[config.mk]
export PLATFORM = sky130hd
export DESIGN_NAME = diag_frame_byte_stuffing
export DESIGN_NICKNAME = d
export VERILOG_FILES = /design/src/rtl/dfbs_pkg.sv /design/src/rtl/dfbs_front.sv /design/src/rtl/dfbs_queue.sv /design/src/rtl/dfbs_back.sv /design/src/rtl/diag_frame_byte_stuffing.sv
export SDC_FILE = /design/constraint.sdc
export NUM_CORES = 1
export LEC_CHECK = 0
export ABC_AREA = 1
export BUFFER_PORTS_ARGS = -buffer_cell sky130_fd_sc_hd__buf_2
export CAP_MARGIN = 20
export CORE_ASPECT_RATIO = 0.9
export CORE_MARGIN = 5
export CORE_UTILIZATION = 55
export DETAILED_ROUTE_END_ITERATION = 10
export GPL_ROUTABILITY_DRIVEN = 0
export PLACE_DENSITY = 0.8
export SLEW_MARGIN = 20
export SYNTH_ARGS = -nofsm -noshare
export SYNTH_HDL_FRONTEND = slang
export SYNTH_HIERARCHICAL = 1
export SYNTH_SLANG_ARGS = --single-unit
[constraint.sdc]
create_clock -name i_clk -period 4.5 [get_ports i_clk]
set_input_delay 1.35 -clock i_clk [delete_from_list [all_inputs] [get_ports i_clk]]
set_output_delay 1.35 -clock i_clk [all_outputs]
set_load 0.005 [all_outputs]
[src/rtl/dfbs_pkg.sv]
// Shared types, constants and reset values for the diagnostic frame byte-stuffing codec.
package dfbs_pkg;

    // Register indexes on the configuration port
    localparam logic [7:0] REG_MODE   = 8'd0;
    localparam logic [7:0] REG_FLAG   = 8'd1;
    localparam logic [7:0] REG_ESCAPE = 8'd2;
    localparam logic [7:0] REG_MASK   = 8'd3;

    // Mode codes
    localparam logic MODE_ENCODE = 1'b0;
    localparam logic MODE_DECODE = 1'b1;

    // Reset values of the registers
    localparam logic [7:0] FLAG_RESET   = 8'h7E;
    localparam logic [7:0] ESCAPE_RESET = 8'h7D;
    localparam logic [7:0] MASK_RESET   = 8'h20;

    // Default depth of the command queue between front and back
    localparam int QUEUE_DEPTH = 4;

    // Bit positions of the parts of one command, in emission order
    localparam int PART_OPEN  = 0;
    localparam int PART_ESC   = 1;
    localparam int PART_DATA  = 2;
    localparam int PART_CLOSE = 3;
    localparam int PART_N     = 4;

    typedef struct packed {
        logic       mode;
        logic [7:0] flag_byte;
        logic [7:0] escape_byte;
        logic [7:0] complement_mask;
    } t_cfg;

    // One classified item: which parts to emit, and the data byte
    typedef struct packed {
        logic [PART_N-1:0] parts;
        logic              eof;
        logic [7:0]        data;
    } t_cmd;

endpackage

[src/rtl/dfbs_front.sv]
// Front part: configuration registers, decode state and classification of input beats.
module dfbs_front (
    input  logic           i_clk,
    input  logic           i_rst_n,
    // configuration write channel
    input  logic           i_cfg_valid,
    output logic           o_cfg_ready,
    input  logic [7:0]     i_cfg_index,
    input  logic [7:0]     i_cfg_data,
    // input beat
    input  logic           i_valid,
    output logic           o_ready,
    input  logic [7:0]     i_byte,
    input  logic           i_start,
    input  logic           i_end,
    // queue side
    input  logic           i_q_full,
    output logic           o_push,
    output dfbs_pkg::t_cmd o_cmd,
    output dfbs_pkg::t_cfg o_cfg
);

    dfbs_pkg::t_cfg r_cfg;
    logic r_esc_pend, n_esc_pend;
    logic r_in_frame, n_in_frame;
    logic r_has_data, n_has_data;

    logic accept;
    logic cfg_wr;
    logic is_flag;
    logic is_esc;

    assign o_cfg_ready = 1'b1;
    assign cfg_wr      = i_cfg_valid;
    assign o_ready     = !i_q_full;
    assign accept      = i_valid && !i_q_full;
    assign is_flag     = (i_byte == r_cfg.flag_byte);
    assign is_esc      = (i_byte == r_cfg.escape_byte);
    assign o_cfg       = r_cfg;

    // Hold the configuration registers
    always_ff @(posedge i_clk) begin
        if (!i_rst_n) begin
            r_cfg.mode            <= dfbs_pkg::MODE_ENCODE;
            r_cfg.flag_byte       <= dfbs_pkg::FLAG_RESET;
            r_cfg.escape_byte     <= dfbs_pkg::ESCAPE_RESET;
            r_cfg.complement_mask <= dfbs_pkg::MASK_RESET;
        end else if (cfg_wr) begin
            case (i_cfg_index)
                dfbs_pkg::REG_MODE:   r_cfg.mode            <= i_cfg_data[0];
                dfbs_pkg::REG_FLAG:   r_cfg.flag_byte       <= i_cfg_data;
                dfbs_pkg::REG_ESCAPE: r_cfg.escape_byte     <= i_cfg_data;
                dfbs_pkg::REG_MASK:   r_cfg.complement_mask <= i_cfg_data;
                default: ;
            endcase
        end
    end

    // Classify the beat and work out the next decode state
    always_comb begin
        n_esc_pend = r_esc_pend;
        n_in_frame = r_in_frame;
        n_has_data = r_has_data;
        o_push     = 1'b0;
        o_cmd      = '0;
        if (r_cfg.mode == dfbs_pkg::MODE_ENCODE) begin
            o_push                        = accept;
            o_cmd.parts[dfbs_pkg::PART_OPEN]  = i_start;
            o_cmd.parts[dfbs_pkg::PART_ESC]   = is_flag || is_esc;
            o_cmd.parts[dfbs_pkg::PART_DATA]  = 1'b1;
            o_cmd.parts[dfbs_pkg::PART_CLOSE] = i_end;
            o_cmd.data = (is_flag || is_esc) ? (i_byte ^ r_cfg.complement_mask) : i_byte;
        end else if (!r_in_frame) begin
            // hunt for the opening flag
            if (is_flag) begin
                n_in_frame = 1'b1;
                n_has_data = 1'b0;
                n_esc_pend = 1'b0;
            end
        end else if (is_flag) begin
            // a flag ends a frame that held data; a dangling escape is dropped
            n_esc_pend = 1'b0;
            if (r_has_data) begin
                o_push = accept;
                o_cmd.parts[dfbs_pkg::PART_DATA] = 1'b1;
                o_cmd.eof  = 1'b1;
                n_has_data = 1'b0;
            end
        end else if (r_esc_pend) begin
            n_esc_pend = 1'b0;
            n_has_data = 1'b1;
            o_push     = accept;
            o_cmd.parts[dfbs_pkg::PART_DATA] = 1'b1;
            o_cmd.data = i_byte ^ r_cfg.complement_mask;
        end else if (is_esc) begin
            n_esc_pend = 1'b1;
        end else begin
            n_has_data = 1'b1;
            o_push     = accept;
            o_cmd.parts[dfbs_pkg::PART_DATA] = 1'b1;
            o_cmd.data = i_byte;
        end
    end

    // Advance the decode state; a mode write clears it
    always_ff @(posedge i_clk) begin
        if (!i_rst_n) begin
            r_esc_pend <= 1'b0;
            r_in_frame <= 1'b0;
            r_has_data <= 1'b0;
        end else if (cfg_wr && i_cfg_index == dfbs_pkg::REG_MODE) begin
            r_esc_pend <= 1'b0;
            r_in_frame <= 1'b0;
            r_has_data <= 1'b0;
        end else if (accept) begin
            r_esc_pend <= n_esc_pend;
            r_in_frame <= n_in_frame;
            r_has_data <= n_has_data;
        end
    end

endmodule

[src/rtl/dfbs_queue.sv]
// Short command queue between the front and the back part.
module dfbs_queue #(
    parameter int Depth = dfbs_pkg::QUEUE_DEPTH
) (
    input  logic           i_clk,
    input  logic           i_rst_n,
    input  logic           i_push,
    input  dfbs_pkg::t_cmd i_wdata,
    input  logic           i_pop,
    output logic           o_valid,
    output logic           o_full,
    output dfbs_pkg::t_cmd o_rdata
);

    localparam int PtrW = (Depth > 1) ? $clog2(Depth) : 1;
    localparam int CntW = $clog2(Depth + 1);

    dfbs_pkg::t_cmd r_mem [Depth];
    logic [PtrW-1:0] r_wr_ptr;
    logic [PtrW-1:0] r_rd_ptr;
    logic [CntW-1:0] r_count;

    logic do_push;
    logic do_pop;

    assign o_valid = (r_count != '0);
    assign o_full  = (r_count == CntW'(Depth));
    assign o_rdata = r_mem[r_rd_ptr];
    assign do_push = i_push && !o_full;
    assign do_pop  = i_pop && o_valid;

    // Write the entry at the tail
    always_ff @(posedge i_clk) begin
        if (do_push) begin
            r_mem[r_wr_ptr] <= i_wdata;
        end
    end

    // Advance the pointers and the fill count
    always_ff @(posedge i_clk) begin
        if (!i_rst_n) begin
            r_wr_ptr <= '0;
            r_rd_ptr <= '0;
            r_count  <= '0;
        end else begin
            if (do_push) begin
                r_wr_ptr <= (r_wr_ptr == PtrW'(Depth - 1)) ? '0 : r_wr_ptr + 1'b1;
            end
            if (do_pop) begin
                r_rd_ptr <= (r_rd_ptr == PtrW'(Depth - 1)) ? '0 : r_rd_ptr + 1'b1;
            end
            if (do_push && !do_pop) begin
                r_count <= r_count + 1'b1;
            end else if (do_pop && !do_push) begin
                r_count <= r_count - 1'b1;
            end
        end
    end

    // Never push into a full queue
    a_no_overflow: assert property (@(posedge i_clk) disable iff (!i_rst_n)
        i_push |-> !o_full)
        else $error("command pushed into full queue");

endmodule

[src/rtl/dfbs_back.sv]
// Back part: expands one queued command into result beats, one beat per cycle unless stalled.
module dfbs_back (
    input  logic           i_clk,
    input  logic           i_rst_n,
    input  dfbs_pkg::t_cfg i_cfg,
    // queue side
    input  logic           i_q_valid,
    input  dfbs_pkg::t_cmd i_q_cmd,
    output logic           o_pop,
    // result beat
    output logic           o_valid,
    input  logic           i_ready,
    output logic [7:0]     o_byte,
    output logic           o_eof,
    output logic           o_last
);

    logic [dfbs_pkg::PART_N-1:0] r_rem;
    logic [7:0]                  r_data;
    logic                        r_eof;

    logic       r_out_valid;
    logic [7:0] r_out_byte;
    logic       r_out_eof;
    logic       r_out_last;

    logic                        busy;
    logic                        adv;
    logic                        take;
    logic [dfbs_pkg::PART_N-1:0] rem_after;
    logic                        done;
    logic [7:0]                  emit_byte;

    assign busy      = (r_rem != '0);
    assign adv       = !r_out_valid || i_ready;
    assign take      = busy && adv;
    assign rem_after = r_rem & (r_rem - 1'b1);
    assign done      = (rem_after == '0);
    assign o_pop     = i_q_valid && (!busy || (take && done));

    // Pick the byte of the lowest remaining part
    always_comb begin
        if (r_rem[dfbs_pkg::PART_OPEN]) begin
            emit_byte = i_cfg.flag_byte;
        end else if (r_rem[dfbs_pkg::PART_ESC]) begin
            emit_byte = i_cfg.escape_byte;
        end else if (r_rem[dfbs_pkg::PART_DATA]) begin
            emit_byte = r_eof ? 8'h00 : r_data;
        end else begin
            emit_byte = i_cfg.flag_byte;
        end
    end

    // Load the next command or drop the part just sent
    always_ff @(posedge i_clk) begin
        if (!i_rst_n) begin
            r_rem <= '0;
        end else if (o_pop) begin
            r_rem <= i_q_cmd.parts;
        end else if (take) begin
            r_rem <= rem_after;
        end
    end

    always_ff @(posedge i_clk) begin
        if (o_pop) begin
            r_data <= i_q_cmd.data;
            r_eof  <= i_q_cmd.eof;
        end
    end

    // Output register
    always_ff @(posedge i_clk) begin
        if (!i_rst_n) begin
            r_out_valid <= 1'b0;
        end else if (adv) begin
            r_out_valid <= take;
        end
    end

    always_ff @(posedge i_clk) begin
        if (take) begin
            r_out_byte <= emit_byte;
            r_out_eof  <= r_eof;
            r_out_last <= done;
        end
    end

    assign o_valid = r_out_valid;
    assign o_byte  = r_out_byte;
    assign o_eof   = r_out_eof;
    assign o_last  = r_out_last;

    // A frame boundary is a single beat with a zero byte
    a_eof_last: assert property (@(posedge i_clk) disable iff (!i_rst_n)
        r_out_valid && r_out_eof |-> r_out_last && r_out_byte == 8'h00)
        else $error("frame boundary beat malformed");

    // A frame boundary command carries only the data part
    a_eof_alone: assert property (@(posedge i_clk) disable iff (!i_rst_n)
        busy && r_eof |-> r_rem == (dfbs_pkg::PART_N'(1) << dfbs_pkg::PART_DATA))
        else $error("frame boundary command with other parts");

    // Output register empty after reset
    a_reset_idle: assert property (@(posedge i_clk)
        !i_rst_n |=> !r_out_valid)
        else $error("result beat valid after reset");

    // A new command is loaded only when the current one finishes
    a_pop_when_free: assert property (@(posedge i_clk) disable iff (!i_rst_n)
        o_pop && busy |-> take && done)
        else $error("command loaded over unfinished one");

endmodule

[src/rtl/diag_frame_byte_stuffing.sv]
// Path: an accepted beat goes through the queue, the back's command register and its
// output register. Throughput: one input beat per cycle while each gives at most one
// result and the sink keeps up; the back emits one result beat per cycle unless held off,
// and an encoded byte gives one to four beats; a decoded byte with no result is not queued.
// Reset (synchronous, active low) restores the register defaults and empties queue and output.
module diag_frame_byte_stuffing #(
    parameter int QueueDepth = dfbs_pkg::QUEUE_DEPTH
) (
    input  logic       i_clk,
    input  logic       i_rst_n,
    // configuration write channel
    input  logic       i_cfg_valid,
    output logic       o_cfg_ready,
    input  logic [7:0] i_cfg_index,
    input  logic [7:0] i_cfg_data,
    // input stream
    input  logic       s_axis_tvalid,
    output logic       s_axis_tready,
    input  logic [7:0] s_axis_tdata,   // [7:0] in_byte
    input  logic       s_axis_tuser,   // [0] frame_start
    input  logic       s_axis_tlast,   // frame_end
    // output stream
    output logic       m_axis_tvalid,
    input  logic       m_axis_tready,
    output logic [7:0] m_axis_tdata,   // [7:0] out_byte
    output logic       m_axis_tuser,   // [0] end_of_frame
    output logic       m_axis_tlast    // last
);

    dfbs_pkg::t_cfg cfg;
    dfbs_pkg::t_cmd push_cmd;
    dfbs_pkg::t_cmd q_cmd;
    logic           push;
    logic           pop;
    logic           q_valid;
    logic           q_full;

    dfbs_front u_front (
        .i_clk       (i_clk),
        .i_rst_n     (i_rst_n),
        .i_cfg_valid (i_cfg_valid),
        .o_cfg_ready (o_cfg_ready),
        .i_cfg_index (i_cfg_index),
        .i_cfg_data  (i_cfg_data),
        .i_valid     (s_axis_tvalid),
        .o_ready     (s_axis_tready),
        .i_byte      (s_axis_tdata),
        .i_start     (s_axis_tuser),
        .i_end       (s_axis_tlast),
        .i_q_full    (q_full),
        .o_push      (push),
        .o_cmd       (push_cmd),
        .o_cfg       (cfg)
    );

    dfbs_queue #(
        .Depth (QueueDepth)
    ) u_queue (
        .i_clk   (i_clk),
        .i_rst_n (i_rst_n),
        .i_push  (push),
        .i_wdata (push_cmd),
        .i_pop   (pop),
        .o_valid (q_valid),
        .o_full  (q_full),
        .o_rdata (q_cmd)
    );

    dfbs_back u_back (
        .i_clk     (i_clk),
        .i_rst_n   (i_rst_n),
        .i_cfg     (cfg),
        .i_q_valid (q_valid),
        .i_q_cmd   (q_cmd),
        .o_pop     (pop),
        .o_valid   (m_axis_tvalid),
        .i_ready   (m_axis_tready),
        .o_byte    (m_axis_tdata),
        .o_eof     (m_axis_tuser),
        .o_last    (m_axis_tlast)
    );

endmodule

# Word-level counts from Yosys, hierarchy flattened
# Memories as Yosys holds them, arrays and structs flattened. A register that Yosys moved wholly into a read port is not among the register bits.
# Cells that the tools add are included.
# op_classes
add_sub_neg,5
n_mul,0
n_div,0
magnitude_cmp,0
eq_ne,9
shifts,0
mux,47
bitwise_logic,3
reduce_logical,32
# op_table
op,n
$mux 8,9
$mux 1,28
$eq 8x2->1 const B,2
$eq 8x8->1,2
$mux 2,5
$reduce_and 2->1,5
$logic_and 1x1->1,9
$mux 9,1
$eq 8x1->1 const B,1
$logic_not 8->1,1
$mux 4,2
$xor 8x8->8,1
$mux 3,2
$reduce_bool 2->1,3
$logic_not 1->1,5
$add 2x1->2 const B,2
$and 4x4->4,1
$eq 2x2->1 const B,2
$logic_not 4->1,1
$reduce_and 4->1,1
$reduce_bool 4->1,1
$sub 4x1->4 const B,1
$add 3x1->3 const B,1
$eq 3x3->1 const B,1
other kinds (7),9
# word_totals
regBits,59
latchBits,0
mem_bits_rw,52
rom_bits,0
inputBits,31
output_inout_bits,13
elab_cells,114
mem_count,1
# memory_table
memory,words,word_bits,read_ports,rd_ports_with_merged_regs,write_ports,line_no,source
u_queue.r_mem,4,13,1,1,1,dfbs_queue.sv:18,dfbs_pkg::t_cmd r_mem [Depth];

# Longest topological paths before layout
# Gate-level depths: netlist of run 1.
# logic_depth
depth_word,13
depth_mapped,21
mapped_depth_nobuf,21

# Hierarchy
# The synthesis of run 1 kept the hierarchy.
# modules_own_cells
mod,instances,cells_per_inst,area_each_um2,seq_area_each_um2
dfbs_queue,1,197,2534.9,1741.7
dfbs_front,1,296,1863.0,560.5
dfbs_back,1,111,1129.8,670.6

# Least setup slack after synthesis of run 1
# Ideal clock, no wire load.
# synth_timing
path_type,input to register
startpoint,input port s_axis_tdata[1]
endpoint,register u_queue.r_count[2]
setup_time_ps,110
arrival_time_ps,3297
required_ps,4390
slack_ps,1093
stages,20
n_path_buf,0
path_cell_list,inv_1 -> nand2_1 -> nand2_1 -> nand2_1 -> nor2_1 -> nand2_2 -> nand3_1 -> nand2_1 -> a21oi_1 -> nand2_4 -> inv_1 -> ha_1 -> inv_1 -> fa_1 -> inv_1 -> nand2_1 -> nand3_1 -> nand2_1 -> inv_1 -> nor2_1
# synth_via
elab_chain_cells,10
elab_cells_between_ends,13
classes_between,2 x eq/ne; 6 x mux; 5 x reduce/logical
# synth_lines
element,line_no,source
from (decl),diag_frame_byte_stuffing.sv:19,"input logic [7:0] s_axis_tdata,"
$eq 8x8->1,dfbs_front.sv:38,assign is_esc = (i_byte == r_cfg.escape_byte);
$mux 1,dfbs_front.sv:95,end else if (is_esc) begin
$mux 1,dfbs_front.sv:89,end else if (r_esc_pend) begin
$mux 1 (*),dfbs_front.sv:80,end else if (is_flag) begin
$mux 1 (*),dfbs_front.sv:73,end else if (!r_in_frame) begin
$mux 1 (*),dfbs_front.sv:66,if (r_cfg.mode == dfbs_pkg::MODE_ENCODE) begin
net push,diag_frame_byte_stuffing.sv:33,logic push;
$logic_and 1x1->1 (*),dfbs_queue.sv:29,assign do_push = i_push && !o_full;
net u_queue.do_push,dfbs_queue.sv:23,logic do_push;
$logic_not 1->1,dfbs_queue.sv:54,end else if (do_pop && !do_push) begin
$logic_and 1x1->1,dfbs_queue.sv:54,
$reduce_bool 2->1 (no line),--,
to (signal assigned),dfbs_queue.sv:53,r_count <= r_count + 1'b1;
to (signal assigned),dfbs_queue.sv:55,r_count <= r_count - 1'b1;
to (decl),dfbs_queue.sv:21,logic [CntW-1:0] r_count;
# The timed path passes the listed nets; every way through them passes the cells marked *.
# A chain may end at the register's enable or synchronous reset.

# Worst setup path after layout of run 1
# layout_timing
startpoint,input port s_axis_tdata[7]
endpoint,register u_queue.r_count[2]
# The elaborated chain is that of the path after synthesis.

==> out/summary.txt, run 1 <==
CP max-delay cell = fa_1
CTS tree = built
number of filler instances in the final layout = 745
CTS resizes = 0
hold wc startpoint = u_front/o_cfg[5]$_SDFFE_PN1P_
clock skew = 0.0104 ns
hold_buf cts = 0
Worst path top cell family by delay = simple AND/OR/NAND/NOR gates
Tcrit/Tclk final = 76.7%
io pins = 44
Total GRT Usage = 23.3%
Static Leak = 0.00266 uW
Hold Crit Endpoint = u_front/o_cfg[5]$_SDFFE_PN1P_
die width = 116 um
RSZ-0062 raised after global routing = no
fin crit period = 3.45 ns
Hold Crit Class = reg -> reg
row count = 34
Crit. End Element = register
WP buf/inv = 6
top_reg_cell synth = edfxtp_1
Core Util, Final = 65.0%
placed inst area = 5790 um^2
starting density of the core = 56.7%
Area contributors post-synth = edfxtp_1 (39%), dfxtp_1 (15%), nand2_1 (7.2%), nor2_1 (4.8%), inv_1 (4.5%)
FF+latch count, synth = 113
GRT overflow = 0
status = finished, final reports clean
maximum vdd drop = 365 uV
vias in the first global route = 4381
CP Class = in -> reg
Syn Nets = 642
RR Startpoint = u_front/o_cfg[22]$_SDFFE_PN1P_
post-route design area = 6340 um^2
headroom to the max-slew limit = 31.0%
total CTS buffers = 17
Yosys warnings = 6
crit-path cells = buf_2, inv_2, nand2_1, nand2_1, nand2_1, nor2_1, nand2_2, nand3_1, nand2_1, a21oi_1, nand2_4, inv_1, ha_1, inv_1, fa_1, inv_1, nand2_1, nand3_1, nand2_1, inv_1, nor2_1
Skew-Pair Late Insertion Delay = 0.52 ns
Max Transition Viols Final = 0
post-CTS setup buffers = 0
die area = 12200 um^2
Setup TNS = 0 ns
initial drt markers = 655
nets@finish = 690
final WL = 13.8 mm
post-route setup slack = 1.05 ns
Syn Area/Cell = 9.15 um^2
via count = 4549
Critical Path RT = 4.92 ns
Startpoint Class = input pin
Yosys top cell area share = 38.6%
clk root buf = clkbuf_8
worst-case clock buffer depth = 2
Worst-path clk slew = 0.06 ns
initial antenna violation count = 0
DRC violations left = 0
core area = 9740 um^2
Seq/Total Area, Yosys = 53.8%
routed len/inst = 17.4 um
synth unique cells = 43
n_diodes = 0
Max-cap violations = 0
critical path arrival = 3.87 ns
dpl hpwl = 9.28 mm
final hold vios = 0
first-pass GRT wire length = 21.9 mm
Post-Syn Instances = 604
Final setup viols = 0
Sink Count = 113
EDFF count, synth = 71
Max Clk Rate = 0.290 GHz
Mapped Area = 5530 um^2
FF-to-FF setup slack = 1.60 ns
most used cell, CP = nand2_1
WHS Path Cells = 2
R2R Path End = u_queue/r_count[2]$_SDFFE_PN0P_
Routed Antenna Nets = 0
area leader, netlist = edfxtp_1
total iterations of the first detailed-routing run = 6
Setup WS pre-CTS = 0.698 ns
Port Buffers = 42
DR vias/cell = 5.75
worst slew pin tran = 1.03 ns
FFs w/ async S/R, synth = 0%
Die H = 105 um
ratio of cells with drive above 1 in the final layout = 19.2%
H-tree depth = 4
Worst Path Max Fanout = 7
Pwr Density = 568 nW/um^2
slowest stage delay, CP = 0.39 ns
Worst Reg-to-Reg Cells = 18
largest net degree at the start of global routing = 39
synth-to-layout area growth = 14.6%
[cell usage in the layout (no fill, tap or decap), drive strengths merged, types with 2 or more instances in the layout]
master	netlist	layout
nand2	118	118
clkinv	2	7
xor2	7	7
nand3b	2	2
o22ai	13	13
a21oi	24	24
inv	80	84
dfxtp	42	42
nand4	4	4
o211ai	31	31
nand3	28	28
buf	11	47
o21ai	61	61
xnor2	7	7
nor2	81	81
edfxtp	71	71
nor3	2	2
ha	6	6
clkinvlp	0	5
clkbuf	7	17
[kinds of logic after synthesis]
kind of cell	share of synthesized area (%)
AO/OA/AOI/OAI	14.4
XOR/XNOR	2.22
adder cells (fa/ha/maj)	1.72
buffers and inverters	8.51
flip-flops	53.8
other	0.0678
AND/OR/NAND/NOR	19.3
[synthesized netlist by cell type, types with 2 or more instances]
cell type	instances
nand2_1	106
edfxtp_1	71
nor2_1	70
inv_1	66
dfxtp_1	42
o21ai_0	41
o211ai_1	29
nand3_1	28
a21oi_1	24
o21ai_1	19
inv_2	12
nand2_2	9
nor2_2	9
clkbuf_1	7
o22ai_1	7
xnor2_1	7
xor2_1	7
ha_1	6
o22ai_2	6
buf_4	4
nand4_1	4
buf_6	3
nand2_4	3
buf_8	2
nand3b_1	2
nor2_4	2
o211ai_2	2
[through the flow]
stage                     hold WS, ns  total power (uW)  std cells
after floorplan                 0.451              2150        604
after global placement          0.479              2340        759
after detailed placement        0.482              2390        759
after CTS                       0.498              3610        791
after global routing            0.522              3810        791
final                           0.497              3600        791
[routing by layer]
metal / GRT usage (%) / part of all wire, % / wire (um)
met5: 0 / 0 / 0
met4: 10.9 / 2.9 / 399
met3: 6.36 / 9.2 / 1270
met2: 36.9 / 48 / 6540
met1: 29.6 / 40 / 5550
[tightest hold or removal path: cells and delay by family, from the launching register on]
kind | cells | cell delay (ns)
flops | 1 | 0.34
compound gates | 1 | 0.06
simple gates | 1 | 0.06
[sequential cells by signal, indices dropped and copies added, names as in the netlist, named ones only]
register            count
u_back/o_byte           8
u_back/o_eof            1
u_back/o_last           1
u_back/o_valid          1
u_back/r_data           8
u_back/r_eof            1
u_back/r_rem            4
u_front/o_cfg          25
u_front/r_esc_pend      1
u_front/r_has_data      1
u_front/r_in_frame      1
u_queue/r_count         3
u_queue/r_mem          52
u_queue/r_rd_ptr        2
u_queue/r_wr_ptr        2
[power breakdown]
| part | leakage (uW) | internal, uW | switching [uW] |
|---|---|---|---|
| combinational | 0.00142 | 300 | 590 |
| sequential | 0.000985 | 1370 | 121 |
| clock | 0.000255 | 734 | 491 |
| total | 0.00266 | 2400 | 1200 |
[worst max-delay path by stage]
| stage | depth (start not counted) | slack, ns | endpoint | startpoint |
|---|---|---|---|---|
| floorplan | 20 | 1.09 | u_queue/r_count[2]$_SDFFE_PN0P_ | s_axis_tdata[1] |
| global placement | 17 | 0.82 | u_queue/r_count[1]$_SDFFE_PN0P_ | s_axis_tdata[2] |
| detailed placement | 21 | 0.70 | u_queue/r_count[2]$_SDFFE_PN0P_ | s_axis_tdata[7] |
| CTS | 21 | 1.13 | u_queue/r_count[2]$_SDFFE_PN0P_ | s_axis_tdata[7] |
| global route | 19 | 0.87 | u_queue/r_count[2]$_SDFFE_PN0P_ | s_axis_tdata[2] |
| finish | 21 | 1.05 | u_queue/r_count[2]$_SDFFE_PN0P_ | s_axis_tdata[7] |
[layout make-up]
| class | count | area (um^2) | share of cell area [%] |
|---|---|---|---|
| clock inverters | 15 | 134 | 2.11 |
| inverters | 82 | 325 | 5.13 |
| repair buffers | 47 | 248 | 3.91 |
| well taps | 126 | 158 | 2.49 |
| flip-flops and latches | 113 | 2970 | 46.9 |
| clock buffers | 17 | 414 | 6.54 |
| multi-input cells | 391 | 2080 | 32.9 |
(Power assumes the default switching activity.)
==> inputs of run 2 (changes only) <==
--- a/config.mk
+++ b/config.mk
@@ -5,15 +5,15 @@
 export SDC_FILE = /design/constraint.sdc
 export NUM_CORES = 1
 export LEC_CHECK = 0
-export ABC_AREA = 1
+export ABC_AREA = 0
 export BUFFER_PORTS_ARGS = -buffer_cell sky130_fd_sc_hd__buf_2
 export CAP_MARGIN = 20
 export CORE_ASPECT_RATIO = 0.9
 export CORE_MARGIN = 5
-export CORE_UTILIZATION = 55
+export CORE_UTILIZATION = 53
 export DETAILED_ROUTE_END_ITERATION = 10
 export GPL_ROUTABILITY_DRIVEN = 0
-export PLACE_DENSITY = 0.8
+export PLACE_DENSITY = 0.81
 export SLEW_MARGIN = 20
 export SYNTH_ARGS = -nofsm -noshare
 export SYNTH_HDL_FRONTEND = slang
==> constraint.sdc (replaced) <==
create_clock -name i_clk -period 3.1 [get_ports i_clk]
set_input_delay 0.93 -clock i_clk [delete_from_list [all_inputs] [get_ports i_clk]]
set_output_delay 0.93 -clock i_clk [all_outputs]
set_load 0.005 [all_outputs]
==> run 2 against run 1 <==
First-iteration DRC count decreased by 57%. Critical path depth decreased by 8. Synthesized cell count decreased by 35%. Sequential power increased by 46%. Critical endpoint unchanged. Cell count decreased by 23%. Setup slack got worse by 0.95 ns. Combinational power increased by 28%. Non-clock buffer count increased by 29. Core utilization increased by 0.18 points. Worst hold slack got worse by 0.040 ns. Wire length decreased by 16%. Via count decreased by 24%. Largest cell class unchanged.
==> out/summary.txt, run 2 <==
slowest stage delay, CP = 0.38 ns (about the same)
most used cell, CP = xor2_1
flip-flop count of the largest register after layout = 52 (unchanged)
clk root buf = clkbuf_8
Syn Area/Cell = 13.0 um^2 (+42%)
clock skew = 0.00880 ns (-0.00164 ns)
Post-synth top cells = edfxtp_1 (71), nand2_1 (60), dfxtp_1 (42), mux2i_1 (21), xor2_1 (18)
Setup WS pre-CTS = -0.465 ns (-1.16 ns)
routed length on met3 = 807 um (-37%)
Worst path top cell family by delay = simple AND/OR/NAND/NOR gates
final hold vios = 0 (unchanged)
fin crit period = 3.00 ns
DR vias/cell = 5.68 (-1.3%)
Mapped Area = 5090 um^2 (-7.9%)
post-CTS setup buffers = 0 (unchanged)
Seq/Total Area, Yosys = 58.4% (+4.6 points)
Setup crit start = s_axis_tdata[4]
CP Class = in -> reg
Yosys top cell area share = 41.9% (+3.3 points)
Worst Path Max Fanout = 3 (-4)
initial drt markers = 282 (-57%)
Sink Count = 113 (unchanged)
maximum vdd drop = 569 uV (+56%)
Routed Antenna Nets = 0 (unchanged)
via count = 3451 (-24%)
Crit. End Element = register
number of filler instances in the final layout = 692 (-7.1%)
total iterations of the first detailed-routing run = 5 (-1)
crit-path cells = buf_2, xor2_1, nor4_2, nand2_1, mux2i_1, o22ai_1, nor2b_4, ha_4, inv_2, fa_2, xor2_1, or3_1, a21boi_1
Area contributors post-synth = edfxtp_1 (42%), dfxtp_1 (17%), mux4_1 (6.7%), nand2_1 (4.4%), mux2i_1 (4.1%)
RR Startpoint = u_front/o_cfg[20]$_SDFFE_PN1P_
initial antenna violation count = 0 (unchanged)
post-route setup slack = 0.101 ns (-0.949 ns)
worst slew pin tran = 0.784 ns (-0.250 ns)
dpl hpwl = 7.93 mm (-14%)
final hold slack = 0.457 ns (-0.0402 ns)
Static Leak = 0.00234 uW (-12%)
Final setup viols = 0 (unchanged)
die width = 113 um (-2.1%)
DRC violations left = 0 (unchanged)
Syn Nets = 431 (-33%)
vias in the first global route = 3477 (-21%)
met2 routed WL = 5.64 mm (-14%)
H-tree depth = 4 (unchanged)
critical path arrival = 3.44 ns (-0.43 ns)
worst-case clock buffer depth = 2 (unchanged)
Critical Path RT = 3.54 ns (-1.38 ns)
headroom to the max-slew limit = 47.7% (+17 points)
total CTS buffers = 17 (unchanged)
ratio of cells with drive above 1 in the final layout = 25.5% (+6.3 points)
hold wc startpoint = u_front/o_cfg[2]$_SDFFE_PN0P_
Max Clk Rate = 0.333 GHz
Skew-Pair Late Insertion Delay = 0.52 ns (about the same)
most common library cell in the layout ignoring fill and taps = edfxtp_1
Hold Crit Class = reg -> reg
Core Util, Final = 65.2% (+0.18 points)
top layer in use = met4
Pwr Density = 820 nW/um^2 (+44%)
first-pass GRT wire length = 18.6 mm (-15%)
final WL = 11.5 mm (-16%)
die area = 11700 um^2 (-4.0%)
starting density of the core = 53.4% (-3.3 points)
nets@finish = 507 (-27%)
hold_buf cts = 0 (unchanged)
Max Transition Viols Final = 0 (unchanged)
Worst-path clk slew = 0.06 ns (about the same)
FFs w/ async S/R, synth = 0% (unchanged)
n_diodes = 0 (unchanged)
WP buf/inv = 2 (-4)
routed len/inst = 19.0 um (+9.0%)
status = finished, final reports clean
Tcrit/Tclk final = 96.7%
Startpoint Class = input pin
synth unique cells = 52 (+21%)
Post-Syn Instances = 393 (-35%)
Port Buffers = 42 (unchanged)
CTS tree = built
met1 WL = 4.86 mm (-12%)
core area = 9530 um^2 (-2.2%)
synth-to-layout area growth = 22.1%
GRT overflow = 0 (unchanged)
EDFF count, synth = 71 (unchanged)
Most flops, register = u_queue/r_mem
io pins = 44 (unchanged)
most common cell in the synthesized netlist = edfxtp_1
top_reg_cell synth = edfxtp_1
FF+latch count, synth = 113 (unchanged)
area leader, netlist = edfxtp_1
Total GRT Usage = 21.5% (-1.8 points)
CP max-delay cell = nor4_2
Max-cap violations = 0 (unchanged)
Yosys warnings = 6 (unchanged)
row count = 34 (unchanged)
Die H = 103 um (-2.0%)
largest net degree at the start of global routing = 47 (+21%)
commonest cells after routing, fill and taps aside = edfxtp_1 (71), nand2_1 (60), buf_2 (42), dfxtp_1 (42), buf_4 (31)
==> run 2: worst paths after layout <==
check,end,slack (ns),cells past startpoint
max,u_queue/r_count[2]$_SDFFE_PN0P_,0.10,13
min,u_front/o_cfg[2]$_SDFFE_PN0P_,0.46,2
max reg2reg,u_queue/r_count[2]$_SDFFE_PN0P_,0.28,12
min reg2reg,u_front/o_cfg[2]$_SDFFE_PN0P_,0.46,2
==> run 2: worst min-delay path: cells and delay by family, from the launching register on <==
family	cells	cell delay [ns]
flops	1	0.31
simple gates	1	0.05
compound gates	1	0.05
==> run 2: routing by layer <==
layer / vias to the layer above / GRT usage [%]
li1: 1606 / -
met1: 1693 / 26.8
met2: 131 / 36.0
met3: 21 / 6.34
met4: 0 / 7.58
met5: - / 0
==> run 2: cells by family after synthesis <==
logic type | Yosys count | synth area share, %
AND/OR/NAND/NOR | 125 | 12.9
flip-flops | 113 | 58.4
AO/OA/AOI/OAI | 60 | 8.04
multiplexers | 34 | 10.8
XOR/XNOR | 27 | 4.65
buffers and inverters | 26 | 3.22
adder cells (fa/ha/maj) | 7 | 1.87
other | 1 | 0.0737
==> run 2: cell type report <==
cell class | count | area [um^2] | area share, %
clock buffer | 26 | 499 | 8.03
clock inverter | 6 | 55.1 | 0.886
inverter | 7 | 26.3 | 0.423
multi-input combinational | 254 | 2000 | 32.2
sequential | 113 | 2970 | 47.8
tap | 126 | 158 | 2.54
timing repair buffer | 76 | 503 | 8.09
==> run 2: metrics by stage <==
| stage | area (um^2) | total power, uW | instances | TNS (ns) |
|---|---|---|---|---|
| floorplan | 5110 | 2880 | 393 | -0.221 |
| detailed placement | 5630 | 3310 | 576 | -12.60 |
| finish | 6210 | 5100 | 608 | 0 |
| CTS | 6180 | 5110 | 608 | 0 |
| global placement | 5630 | 3230 | 576 | -4.78 |
| global route | 6210 | 5350 | 608 | -0.0369 |
==> run 2: where the power goes <==
group / switching [uW] / internal, uW / total, uW / leakage (uW)
clock: 624 / 1170 / 1790 / 0.000278
combinational: 572 / 566 / 1140 / 0.00106
sequential: 208 / 1960 / 2170 / 0.00100
==> run 2: repair_timing <==
action                                  4_1_cts  5_1_grt
gates resized for setup                       0        5
endpoints found under the setup margin        0        2
endpoints found under the hold margin         0        0
